## src/rtl/mhp_pkg.sv

```systemverilog
// Package for the MOT header parser: payload structs, status codes, parse phases, parameter IDs.
// No dependencies.
`default_nettype none
package mhp_pkg;
  typedef struct packed {
    logic       func;
    logic [7:0] header_byte;
    logic       last_byte;
  } mhp_in_t;

  typedef struct packed {
    logic        kind;
    logic [5:0]  par_id;
    logic [14:0] byte_index;
    logic [7:0]  param_byte;
    logic [3:0]  status;
    logic [27:0] body_len;
    logic [5:0]  main_type;
    logic [7:0]  sub_type;
    logic        trigger_now;
    logic [7:0]  expire_byte;
    logic [7:0]  category;
    logic [7:0]  slide_num;
  } mhp_out_t;

  typedef enum logic [2:0] {
    PH_CORE = 3'd0, PH_HEAD = 3'd1, PH_LEN1 = 3'd2, PH_LEN2 = 3'd3, PH_DATA = 3'd4
  } mhp_phase_t;

  localparam logic [3:0] ST_OK = 4'd0, ST_SHORT = 4'd1, ST_SIZE = 4'd2, ST_ORDER = 4'd3,
    ST_TRUNC = 4'd4, ST_TRIG = 4'd5, ST_NAME = 4'd6, ST_VER = 4'd7, ST_CHANGED = 4'd8;

  localparam logic [5:0] PID_EXPIRE = 6'd4, PID_TRIGGER = 6'd5, PID_NAME = 6'd12,
    PID_VERSION = 6'd13, PID_CATSLIDE = 6'h25;
endpackage
`default_nettype wire

```

## src/rtl/mhp_ram.sv

```systemverilog
// Generic single-port-write, single-read RAM with registered read data.
// No dependencies.
`default_nettype none
module mhp_ram #(
  parameter int WIDTH = 8,
  parameter int DEPTH = 128
) (
  input  wire logic                     clk,
  input  wire logic                     we,
  input  wire logic [$clog2(DEPTH)-1:0] waddr,
  input  wire logic [WIDTH-1:0]         wdata,
  input  wire logic [$clog2(DEPTH)-1:0] raddr,
  output logic      [WIDTH-1:0]         rdata
);
  logic [WIDTH-1:0] mem [DEPTH];
  always_ff @(posedge clk) begin
    if (we) mem[waddr] <= wdata;
    rdata <= mem[raddr];
  end
endmodule
`default_nettype wire

```

## src/rtl/mot_header_parser.sv

```systemverilog
// MOT header parser: one header byte per transfer, at most two results per byte
// (a parameter data byte and, on the last byte, the summary). Results are registered
// into a two-entry output queue whose head is out_data; a byte is taken whenever the queue
// is empty, or holds one entry that leaves in the same cycle, so the rate is one byte
// per cycle while the output side keeps up. The content name lives in a NAME_BYTES x 8
// RAM; its read address follows the data position, so the entry for the next name byte
// is already on the read port when that byte arrives and an update header compares it
// in the same cycle.
// Depends on mhp_pkg and mhp_ram.
`default_nettype none
module mot_header_parser #(
  parameter int NAME_BYTES = 128
) (
  input  wire logic             clk,
  input  wire logic             rst_n,
  input  wire logic             in_valid,
  output logic                  in_ready,
  input  wire mhp_pkg::mhp_in_t in_data,
  output logic                  out_valid,
  input  wire logic             out_ready,
  output mhp_pkg::mhp_out_t     out_data,
  input  wire logic             cfg_we,
  input  wire logic [13:0]      cfg_wdata
);
  import mhp_pkg::*;
  localparam int AW = $clog2(NAME_BYTES);

  logic [13:0] upd_type_r;
  logic        header_seen_r, header_seen_nxt;
  logic [13:0] byte_count_r, byte_count_nxt;
  logic [27:0] body_r, body_nxt;
  logic [12:0] hsize_r, hsize_nxt;
  logic [13:0] ctype_r, ctype_nxt;
  mhp_phase_t  phase_r, phase_nxt;
  logic [5:0]  pid_r, pid_nxt;
  logic [14:0] left_r, left_nxt, pos_r, pos_nxt;
  logic [3:0]  err_r, err_nxt;
  logic        trig_r, trig_nxt;
  logic [7:0]  exp_r, exp_nxt, cat_r, cat_nxt, sld_r, sld_nxt;
  logic [14:0] slen_r, slen_nxt, nlen_r, nlen_nxt;
  logic        diff_r, diff_nxt;

  // output queue, two entries
  mhp_out_t q_r [2];
  logic [1:0] qcnt_r;

  logic acc, cnt0, upd, eff;
  logic [7:0] b;
  logic [13:0] cnt;
  logic [14:0] k;
  logic ram_we;
  logic [AW-1:0] ram_addr;
  logic [AW-1:0] rd_addr;
  logic [7:0] ram_q;
  logic emit_d, emit_s;
  mhp_out_t res_d, res_s;
  logic [3:0] st;

  assign in_ready = (qcnt_r == 2'd0) || (qcnt_r == 2'd1 && out_ready);
  assign acc = in_valid && in_ready;
  assign b = in_data.header_byte;
  assign out_valid = (qcnt_r != 2'd0);
  assign out_data = q_r[0];

  mhp_ram #(.WIDTH(8), .DEPTH(NAME_BYTES)) u_name (
    .clk(clk), .we(ram_we), .waddr(ram_addr), .wdata(b), .raddr(rd_addr), .rdata(ram_q)
  );

  always_comb begin
    logic [14:0] len;
    logic        bd;
    logic [14:0] fin_len;
    logic        fin;
    logic [14:0] rd_k;
    header_seen_nxt = header_seen_r; byte_count_nxt = byte_count_r;
    body_nxt = body_r; hsize_nxt = hsize_r; ctype_nxt = ctype_r; phase_nxt = phase_r;
    pid_nxt = pid_r; left_nxt = left_r; pos_nxt = pos_r; err_nxt = err_r;
    trig_nxt = trig_r; exp_nxt = exp_r; cat_nxt = cat_r; sld_nxt = sld_r;
    slen_nxt = slen_r; nlen_nxt = nlen_r; diff_nxt = diff_r;
    ram_we = 1'b0; ram_addr = '0;
    emit_d = 1'b0; emit_s = 1'b0; res_d = '0; res_s = '0; st = ST_OK;
    len = '0; bd = 1'b0; fin = 1'b0; fin_len = '0; k = '0;
    cnt = byte_count_r; cnt0 = 1'b0; upd = 1'b0; eff = 1'b0;
    if (acc) begin
      if (in_data.func) begin
        header_seen_nxt = 1'b0; slen_nxt = '0; byte_count_nxt = '0; phase_nxt = PH_CORE;
      end else begin
        cnt0 = (byte_count_r == 14'd0);
        if (cnt0) begin
          trig_nxt = 1'b1; exp_nxt = '0; cat_nxt = '0; sld_nxt = '0; err_nxt = ST_OK;
          nlen_nxt = '0; diff_nxt = 1'b0; phase_nxt = PH_CORE;
        end
        upd = (ctype_nxt == upd_type_r);
        eff = (err_nxt == ST_OK) && (header_seen_r == upd);
        unique case (phase_nxt)
          PH_CORE: begin
            unique case (byte_count_r)
              14'd0: body_nxt = {b, 20'd0};
              14'd1: body_nxt[19:12] = b;
              14'd2: body_nxt[11:4] = b;
              14'd3: begin body_nxt[3:0] = b[7:4]; hsize_nxt = {b[3:0], 9'd0}; end
              14'd4: hsize_nxt[8:1] = b;
              14'd5: begin hsize_nxt[0] = b[7]; ctype_nxt = {b[6:1], 8'd0}; end
              default: begin ctype_nxt[7:0] = b; phase_nxt = PH_HEAD; end
            endcase
          end
          PH_HEAD: begin
            pid_nxt = b[5:0];
            unique case (b[7:6])
              2'd0: begin fin = 1'b1; fin_len = '0; end
              2'd1: begin bd = 1'b1; len = 15'd1; end
              2'd2: begin bd = 1'b1; len = 15'd4; end
              default: phase_nxt = PH_LEN1;
            endcase
          end
          PH_LEN1: begin
            if (b[7]) begin left_nxt = {8'd0, b[6:0]}; phase_nxt = PH_LEN2; end
            else begin bd = 1'b1; len = {8'd0, b[6:0]}; end
          end
          PH_LEN2: begin bd = 1'b1; len = {left_r[6:0], b}; end
          PH_DATA: begin
            emit_d = 1'b1;
            res_d.par_id = pid_r; res_d.byte_index = pos_r; res_d.param_byte = b;
            if (eff) begin
              if (pid_r == PID_EXPIRE && pos_r == 15'd0) exp_nxt = b;
              if (pid_r == PID_TRIGGER && pos_r == 15'd0) trig_nxt = ~b[7];
              if (pid_r == PID_CATSLIDE && pos_r == 15'd0) cat_nxt = b;
              if (pid_r == PID_CATSLIDE && pos_r == 15'd1) sld_nxt = b;
            end
            k = pos_r - 15'd1;
            if (pid_r == PID_NAME && pos_r != 15'd0 && k < 15'(NAME_BYTES)) begin
              ram_addr = k[AW-1:0];
              // ram_q already holds entry k, read while the previous byte was taken
              if (upd) begin
                if (k >= slen_r || ram_q != b) diff_nxt = 1'b1;
              end else if (eff) ram_we = 1'b1;
            end
            left_nxt = left_r - 15'd1;
            pos_nxt = pos_r + 15'd1;
            if (left_nxt == 15'd0) begin fin = 1'b1; fin_len = pos_r + 15'd1; end
          end
          default: phase_nxt = PH_CORE;
        endcase
        if (bd) begin
          if (eff) begin
            if (pid_nxt == PID_EXPIRE) exp_nxt = '0;
            if (pid_nxt == PID_CATSLIDE) begin cat_nxt = '0; sld_nxt = '0; end
          end
          if (pid_nxt == PID_NAME) begin
            if (upd) begin
              nlen_nxt = (len != 15'd0) ? len - 15'd1 : '0; diff_nxt = 1'b0;
            end else if (eff) slen_nxt = (len != 15'd0) ? len - 15'd1 : '0;
          end
          if (len == 15'd0) begin fin = 1'b1; fin_len = '0; end
          else begin left_nxt = len; pos_nxt = '0; phase_nxt = PH_DATA; end
        end
        if (fin) begin
          if (err_nxt == ST_OK) begin
            if (pid_nxt == PID_TRIGGER && fin_len < 15'd4) err_nxt = ST_TRIG;
            else if (pid_nxt == PID_NAME && fin_len == 15'd0) err_nxt = ST_NAME;
            else if (pid_nxt == PID_VERSION && fin_len != 15'd4) err_nxt = ST_VER;
          end
          phase_nxt = PH_HEAD;
        end
        if (cnt != 14'h3FFF) cnt = cnt + 14'd1;
        byte_count_nxt = cnt;
        // content type may have just been completed by a core byte
        upd = (ctype_nxt == upd_type_r);
        if (in_data.last_byte) begin
          emit_s = 1'b1;
          if ((phase_nxt == PH_LEN1 || phase_nxt == PH_LEN2 || phase_nxt == PH_DATA)
              && err_nxt == ST_OK) err_nxt = ST_TRUNC;
          if (cnt < 14'd7) st = ST_SHORT;
          else if ({1'b0, hsize_nxt} != cnt) st = ST_SIZE;
          else if (header_seen_r != upd) st = ST_ORDER;
          else if (err_nxt != ST_OK) st = err_nxt;
          else if (upd && (diff_nxt || nlen_nxt != slen_nxt)) st = ST_CHANGED;
          if (st == ST_OK && !upd) header_seen_nxt = 1'b1;
          res_s.kind = 1'b1; res_s.status = st; res_s.body_len = body_nxt;
          res_s.main_type = ctype_nxt[13:8]; res_s.sub_type = ctype_nxt[7:0];
          res_s.trigger_now = trig_nxt; res_s.expire_byte = exp_nxt;
          res_s.category = cat_nxt; res_s.slide_num = sld_nxt;
          byte_count_nxt = '0; phase_nxt = PH_CORE;
        end
      end
    end
    // prefetch the name entry for the next data position
    rd_k = pos_nxt - 15'd1;
    rd_addr = rd_k[AW-1:0];
  end

  always_ff @(posedge clk) begin
    if (!rst_n) begin
      upd_type_r <= 14'd1280; header_seen_r <= 1'b0; byte_count_r <= '0;
      body_r <= '0; hsize_r <= '0; ctype_r <= '0; phase_r <= PH_CORE; pid_r <= '0;
      left_r <= '0; pos_r <= '0; err_r <= '0; trig_r <= 1'b0; exp_r <= '0;
      cat_r <= '0; sld_r <= '0; slen_r <= '0; nlen_r <= '0; diff_r <= 1'b0;
      qcnt_r <= '0;
    end else begin
      if (cfg_we) upd_type_r <= cfg_wdata;
      header_seen_r <= header_seen_nxt; byte_count_r <= byte_count_nxt;
      body_r <= body_nxt; hsize_r <= hsize_nxt; ctype_r <= ctype_nxt;
      phase_r <= phase_nxt; pid_r <= pid_nxt; left_r <= left_nxt; pos_r <= pos_nxt;
      err_r <= err_nxt; trig_r <= trig_nxt; exp_r <= exp_nxt; cat_r <= cat_nxt;
      sld_r <= sld_nxt; slen_r <= slen_nxt; nlen_r <= nlen_nxt; diff_r <= diff_nxt;
      qcnt_r <= qcnt_r - 2'((out_valid && out_ready) ? 1 : 0)
                + 2'(emit_d ? 1 : 0) + 2'(emit_s ? 1 : 0);
    end
  end

  // queue payload
  always_ff @(posedge clk) begin
    mhp_out_t a0, a1;
    logic [1:0] base;
    a0 = q_r[0]; a1 = q_r[1];
    base = qcnt_r;
    if (out_valid && out_ready) begin a0 = a1; base = base - 2'd1; end
    if (emit_d) begin
      if (base == 2'd0) a0 = res_d; else a1 = res_d;
      base = base + 2'd1;
    end
    if (emit_s) begin
      if (base == 2'd0) a0 = res_s; else a1 = res_s;
    end
    q_r[0] <= a0; q_r[1] <= a1;
  end

  assert property (@(posedge clk) disable iff (!rst_n) qcnt_r != 2'd3)
    else $error("output queue overflow");
  assert property (@(posedge clk) disable iff (!rst_n) in_ready |-> qcnt_r != 2'd2 || out_ready)
    else $error("ready with full queue");
  assert property (@(posedge clk) disable iff (!rst_n) emit_s |-> !in_data.func)
    else $error("summary on new-object item");
  assert property (@(posedge clk) disable iff (!rst_n) ram_we |-> !upd)
    else $error("name write on update header");
  assert property (@(posedge clk) disable iff (!rst_n)
                   out_valid && !out_ready |=> out_valid && $stable(out_data))
    else $error("output changed while waiting");
endmodule
`default_nettype wire
```

## config.mk

```make
export PLATFORM = sky130hd
export DESIGN_NAME = mot_header_parser
export DESIGN_NICKNAME = d
export VERILOG_FILES = /design/src/rtl/mhp_pkg.sv /design/src/rtl/mhp_ram.sv /design/src/rtl/mot_header_parser.sv
export SDC_FILE = /design/constraint.sdc
export NUM_CORES = 2
export LEC_CHECK = 0
export ABC_AREA = 1
export BUFFER_PORTS_ARGS = -buffer_cell sky130_fd_sc_hd__clkbuf_2
export CAP_MARGIN = 20
export CORE_MARGIN = 2
export CORE_UTILIZATION = 35
export DETAILED_ROUTE_END_ITERATION = 10
export PLACE_DENSITY = 0.56
export SLEW_MARGIN = 10
export SYNTH_ARGS = -nofsm -noshare
export SYNTH_HDL_FRONTEND = slang
export SYNTH_SLANG_ARGS = --single-unit
```

## constraint.sdc

```tcl
create_clock -name clk -period 7.3 [get_ports clk]
set_clock_uncertainty 0.05 [all_clocks]
set_input_delay 0.73 -clock clk [delete_from_list [all_inputs] [get_ports clk]]
set_output_delay 0.73 -clock clk [all_outputs]
set_load 0.01 [all_outputs]
```

**After elaboration in Yosys (flattened, before gate mapping)**

Memories as Yosys holds them, arrays and structs flattened. A register that Yosys moved wholly into a read port is not among the register bits.
Index checks and enable logic that the tools add are counted.

- Eq/ne operators: 34
- Mux-type cells: 189
- Reductions and logical operators: 48
- Multiply operators: 0
- Bitwise operators: 2
- $lt $le $gt $ge: 4
- Div/mod/pow operators: 0
- $add $sub $neg: 11
- Shift-type cells: 0

Operator list:

| operator | count |
|---|---|
| $mux 101 | 9 |
| $mux 15 | 30 |
| $mux 8 | 28 |
| $mux 71 | 3 |
| $mux 14 | 8 |
| $mux 4 | 24 |
| $mux 29 | 3 |
| $pmux 8 s2 | 4 |
| $logic_not 15->1 | 4 |
| $pmux 15 s3 | 1 |
| $sub 15x1->15 const B | 3 |
| $mux 1 | 44 |
| $mux 13 | 3 |
| $mux 3 | 13 |
| $mux 7 | 5 |
| $pmux 15 s2 | 1 |
| $reduce_bool 15->1 | 2 |
| $eq 14x14->1 | 2 |
| $eq 14x2->1 const B | 2 |
| $eq 14x3->1 const B | 2 |
| $mux 28 | 1 |
| $eq 6x3->1 const B | 4 |
| $mux 6 | 4 |
| $eq 6x4->1 const B | 3 |
| 48 further kinds | 85 |

- Input bits: 29
- Memories kept: 2
- RAM bits: 1226
- Logic and storage cells: 309
- Register bits: 185
- ROM bits: 0
- Latch bits: 0

Memories:

| memory | depth | bits a word | read ports | clocked after memory_dff | write ports | line | text |
|---|---|---|---|---|---|---|---|
| u_name.mem | 128 | 8 | 1 | 1 | 1 | mhp_ram.sv:15 | `logic [WIDTH-1:0] mem [DEPTH];` |
| q_r | 2 | 101 | 2 | 0 | 2 | mot_header_parser.sv:44 | `mhp_out_t q_r [2];` |

**Depth between registers and ports, before layout**

- Depth in word-level cells: 42
- Mapped depth: 37
- Depth with buffers taken out: 30

**Cells and area by module**

Synthesis repeated with hierarchy kept, for this count alone.

- Cells, all modules: 6759
- Area total of the unflattened synthesis: 63875.0 um^2

Modules (own cells, without submodules):

| module | cells each | instances | sequential area each (um^2) | area an instance (um^2) |
|---|---|---|---|---|
| mhp_ram | 3575 | 1 | 30909.6 | 42303.1 |
| mot_header_parser | 3184 | 1 | 7747.4 | 21571.9 |

**Worst setup path after synthesis**

No wires, ideal clock.

- Path kind: input port to flip-flop
- Start point: input in_data[8] (netlist name)
- End point: register u_name.rdata[0] (read register of u_name.mem)
- Required time: 7.137 ns
- Stages on the path: 33
- Slack: 2.010 ns
- Arrival time: 5.127 ns
- Path buffers: 7
- Cell sequence: clkbuf_1 inv_1 clkbuf_1 ha_1 inv_1 nor2_1 nor2_2 ha_1 nand3_1 nor2_4 nand3_4 nand2_2 nand2_2 inv_2 nand2_1 nand2_2 inv_2 buf_2 buf_1 ha_1 inv_1 clkbuf_1 clkbuf_1 buf_1 a21oi_1 o21ai_0 nand3_1 nand3_1 nand3_1 nand3_1 nand2_1 nand2_1 nand2_1

- Longest elaborated chain between the ends: 11
- Elaborated cells between the ends (all ways): 19
- Classes of those cells: add/sub (1); eq/ne (2); mux (14); reduce/logical (2)

RTL lines:

| element | line | text |
|---|---|---|
| start: declaration | mot_header_parser.sv:18 | `input wire mhp_pkg::mhp_in_t in_data,` |
| $eq 2x2->1 or $eq 2x1->1 (tied branches) | mot_header_parser.sv:109 | `unique case (b[7:6])` |
| $pmux 3 s2 | mot_header_parser.sv:109 |  |
| $pmux 15 s3 | mot_header_parser.sv:95 | `unique case (phase_nxt)` |
| $mux 15 | mot_header_parser.sv:85 | `if (in_data.func) begin` |
| $mux 15 | mot_header_parser.sv:84 | `if (acc) begin` |
| $logic_not 15->1 | mot_header_parser.sv:154 | `if (len == 15'd0) begin fin = 1'b1; fin_len = '0; end` |
| $mux 15 | mot_header_parser.sv:154 |  |
| $mux 15 * | mot_header_parser.sv:144 | `if (bd) begin` |
| $mux 15 * | mot_header_parser.sv:85 |  |
| $mux 15 * | mot_header_parser.sv:84 |  |
| $sub 7x1->7 * | mot_header_parser.sv:188 | `rd_k = pos_nxt - 15'd1;` |
| end: declaration | mhp_ram.sv:13 | `output logic [WIDTH-1:0] rdata` |

Every way passes the cells marked *; elsewhere a longest branch is shown, timed or not. The select of a mux whose other input is x is not followed.
A chain may end at the register's enable or synchronous reset.

**Worst setup path in the final report**

- Start point: register phase_r[1]
- End point: register u_name.rdata[2] (read register of u_name.mem)

- Longest elaborated chain between the ends: 13
- Elaborated cells between the ends (all ways): 20
- Classes of those cells: add/sub (1); eq/ne (4); mux (14); reduce/logical (1)

RTL lines:

| element | line | text |
|---|---|---|
| start: declaration | mot_header_parser.sv:34 | `mhp_phase_t phase_r, phase_nxt;` |
| start signal: assignment | mot_header_parser.sv:203 | `phase_r <= phase_nxt; pid_r <= pid_nxt; left_r <= left_nxt; pos_r <= pos_nxt;` |
| $mux 3 * | mot_header_parser.sv:89 | `if (cnt0) begin` |
| $mux 3 * | mot_header_parser.sv:85 |  |
| $mux 3 * | mot_header_parser.sv:84 |  |
| $eq 3x2->1 or $eq 3x1->1 (tied branches) | mot_header_parser.sv:95 |  |
| $pmux 15 s3 | mot_header_parser.sv:95 |  |
| $mux 15 | mot_header_parser.sv:85 |  |
| $mux 15 | mot_header_parser.sv:84 |  |
| $logic_not 15->1 | mot_header_parser.sv:154 |  |
| $mux 15 | mot_header_parser.sv:154 |  |
| $mux 15 * | mot_header_parser.sv:144 |  |
| $mux 15 * | mot_header_parser.sv:85 |  |
| $mux 15 * | mot_header_parser.sv:84 |  |
| $sub 7x1->7 * | mot_header_parser.sv:188 |  |

Marks and branches as above.

==> run metrics <==
vias per cell=5.28; start point of the critical path=phase_r[1]; CP Data Required Time=7970 ps; Crit path arrival time=7530 ps; Routed Antenna Nets=0; number of unique standard cell types used by synthesis=59; number of antenna violations at the first check in global routing=2; pin count of the biggest net entering global routing=211; final setup TNS=0 ps; maximum buffer depth of the clock tree=3; area of the die=184000 µm²; commonest register cell after synthesis=edfxtp_1; maximum ir drop on the vdd rail=0.000233 V; diodes inserted=0; Pre-antenna DRT Iters=7; clock transition at the registers of the reported paths=60 ps; count of hold-fix buffers inserted at cts=0; slack of the critical path=443 ps; P&R area growth vs syn=11.4%; combinational family with the most area after synthesis=simple AND/OR/NAND/NOR gates; worst slew slack as a fraction of its limit=0.233; top layer reached by signal wires=met4; number of warnings reported in the yosys synthesis log=0; number of global-route vias before repair=43700; number of synthesized flops with an enable pin=1024; final period demand of the worst path=6860 ps; worst setup path category=register to register; fraction of power spent switching nets=0.253; highest-count cells in the layout ignoring fill and taps=edfxtp_1 (1024), o21ai_0 (880), nand2_1 (811), nor2_1 (728), inv_1 (665); startpoint type of the worst setup path=register; wl on met1=85000 µm; non-filler instance count after layout=8919; met3 wire length=12800 µm; Synth area leader=edfxtp_1; Psw=4820 µW; # H-tree levels=4; global-route wire length before repair=283000 µm; detailed-routed wire length on met2=87200 µm; clock tree from TritonCTS=built; Core Box Area=180000 µm²; HP Start=cfg_wdata[8]; total DRC errors in the routed layout=0; GRT overflow=0; vias after detailed routing=47100; P_int=14200 µW; total global-route track usage=0.199; sequential share of power=0.492; worst slack at placement=86.6 ps; floorplan die width=429 µm; synthesized cell area=63400 µm²; area fraction of the dominant cell type after synthesis=0.485; combinational cell fraction of total power=0.105; Worst Max-Slew Pin Slew=1150 ps; IO Pins=132; share of the synthesized area in compound gates (AO/OA/AOI/OAI)=0.139; number of fill cells=17700; asr flop ratio synth=0; Setup Viol. Count Final=0; number of buffers inserted by port buffering=131; total power per unit cell area=270 nW/µm²; crit-path max FO=88; violation count after the first detailed-routing iteration=4893; number of register bits inferred by synthesis=1419; number of buffers created by CTS=150; class of the tightest hold or removal check=input port to register; most common cell after layout, fill and taps aside=edfxtp_1; critical path capture point type=register; Max Fclk=146 MHz; area share of fa/ha/maj cells after synthesis=0.00723; ratio of cells with drive above 1 in the final layout=0.0762; post-synthesis share of cell area spent on and, or, nand and nor gates=0.151; part of the Yosys area used for sequential elements=0.610; die span in y=429 µm; run status=complete, no violations; leakage power=0.0260 µW; number of instances in the synthesized netlist=6556; Clk Tree Root Cell=clkbuf_16; Final Routed Wirelength=189000 µm; reported max-cap violation count=0; number of pins with negative max-slew slack in the final report=0; count of final hold-check violations=0; post-synthesis share of cell area spent on xor and xnor gates=0.0132; gpl congestion=0.871; initial standard-cell utilization of the core=0.351; unrepaired setup endpoints after global routing=false; total nets after synthesis=6621; count of nets after finishing=6494; worst-skew pair later-pin latency=790 ps; fin util=0.391; Site Rows=156; Clk network pwr share=0.403; detailed placement HPWL=114000 µm; placed insts=8641; share of the clock period used by the worst path after layout=0.939; post-synthesis average cell area=9.66 µm²; most area-consuming cells after synthesis=edfxtp_1 (49%), dfxtp_1 (12%), o21ai_0 (7.0%); worst flop-to-flop path startpoint=phase_r[1]; total number of clock tree sinks=1419; multiplexer share of the synthesized area=0; average wire length per cell after detail routing=21.2 µm
[sequential cells by signal (all words and copies together) (netlist names), 13 cells and up]
register      flops
slen_r           15
byte_count_r     14
nlen_r           15
body_r           28
hsize_r          13
q_r             202
pos_r            15
u_name.mem     1024
left_r           15
ctype_r          14
upd_type_r       14
[power by group through the flow]
stage	combinational, µW	clock, µW	sequential [µW]
2_1_floorplan	1560	0	9440
3_3_place_gp	1950	0	9540
3_5_place_dp	2000	0	9550
4_1_cts	2010	7800	9380
5_1_grt	2260	8110	9430
6_report	2000	7680	9390
[through the flow]
step	hold WS, ps	total power, µW	area, µm²
3_3_place_gp	382	11500	65500
5_1_grt	128	19800	70600
3_5_place_dp	389	11600	65600
6_report	135	19100	70600
2_1_floorplan	365	11000	63400
4_1_cts	81.9	19200	70500
[layout make-up]
cell class	count	area (µm²)	share of cell area
multi-input cells	3948	19800	0.280
inverters	683	2600	0.0368
flip-flops and latches	1419	38700	0.548
clock inverters	57	611	0.00865
clock buffers	215	4280	0.0606
well taps	2370	2970	0.0420
repair buffers	227	1680	0.0238
[logic make-up after synthesis]
logic type / after synthesis
and+or+nand+nor: 2250
DFF: 1419
adders and majority gates: 36
buffers and inverters: 1191
xor gates and xnor gates: 90
AOI/OAI and AO/OA: 1570
[cells in the mapped netlist (77+ instances only)]
cell type,number
edfxtp_1,1024
o21ai_0,882
nand2_1,813
nor2_1,732
inv_1,668
nand3_1,565
dfxtp_1,395
a21oi_1,280
clkbuf_1,269
o211ai_1,151
buf_4,111
buf_2,100
o22ai_1,77
[repair_timing]
action,in CTS,in global routing
setup buffers,0,0
gates resized for setup,0,8
endpoints found under the setup margin,0,8
[worst paths after layout]
check	endpoint	slack, ps	depth (start not counted)
max	u_name.rdata[2]	440	27
min reg2reg	err_r[3]	400	2
min	upd_type_r[8]	140	3
max reg2reg	u_name.rdata[2]	440	27
[worst max-delay path, stage by stage, from the launching register on]
cell,delay [ps]
dfxtp_1,990
nor3_2,260
nand2_2,290
nor2_1,80
nor2_2,270
ha_1,260
nand3_1,150
nor2_4,180
nand3_4,300
nand2_2,200
nand2_2,80
inv_2,130
nand2_1,300
nand2_8,330
inv_16,150
ha_1,340
buf_4,380
inv_16,190
buf_12,300
a21oi_1,170
o21ai_0,150
nand3_1,220
nand3_1,210
nand3_1,140
nand3_1,90
nand2_1,190
nand2_1,110
nand2_1,70
[layer usage]
metal  vias to the layer above  global-route usage
met2                      1667               0.316
met1                     22900               0.281
li1                      22200                   -
met5                         -                   0
met4                         0              0.0526
met3                       261              0.0328
No activity file was read; power rests on OpenSTA's default activity.
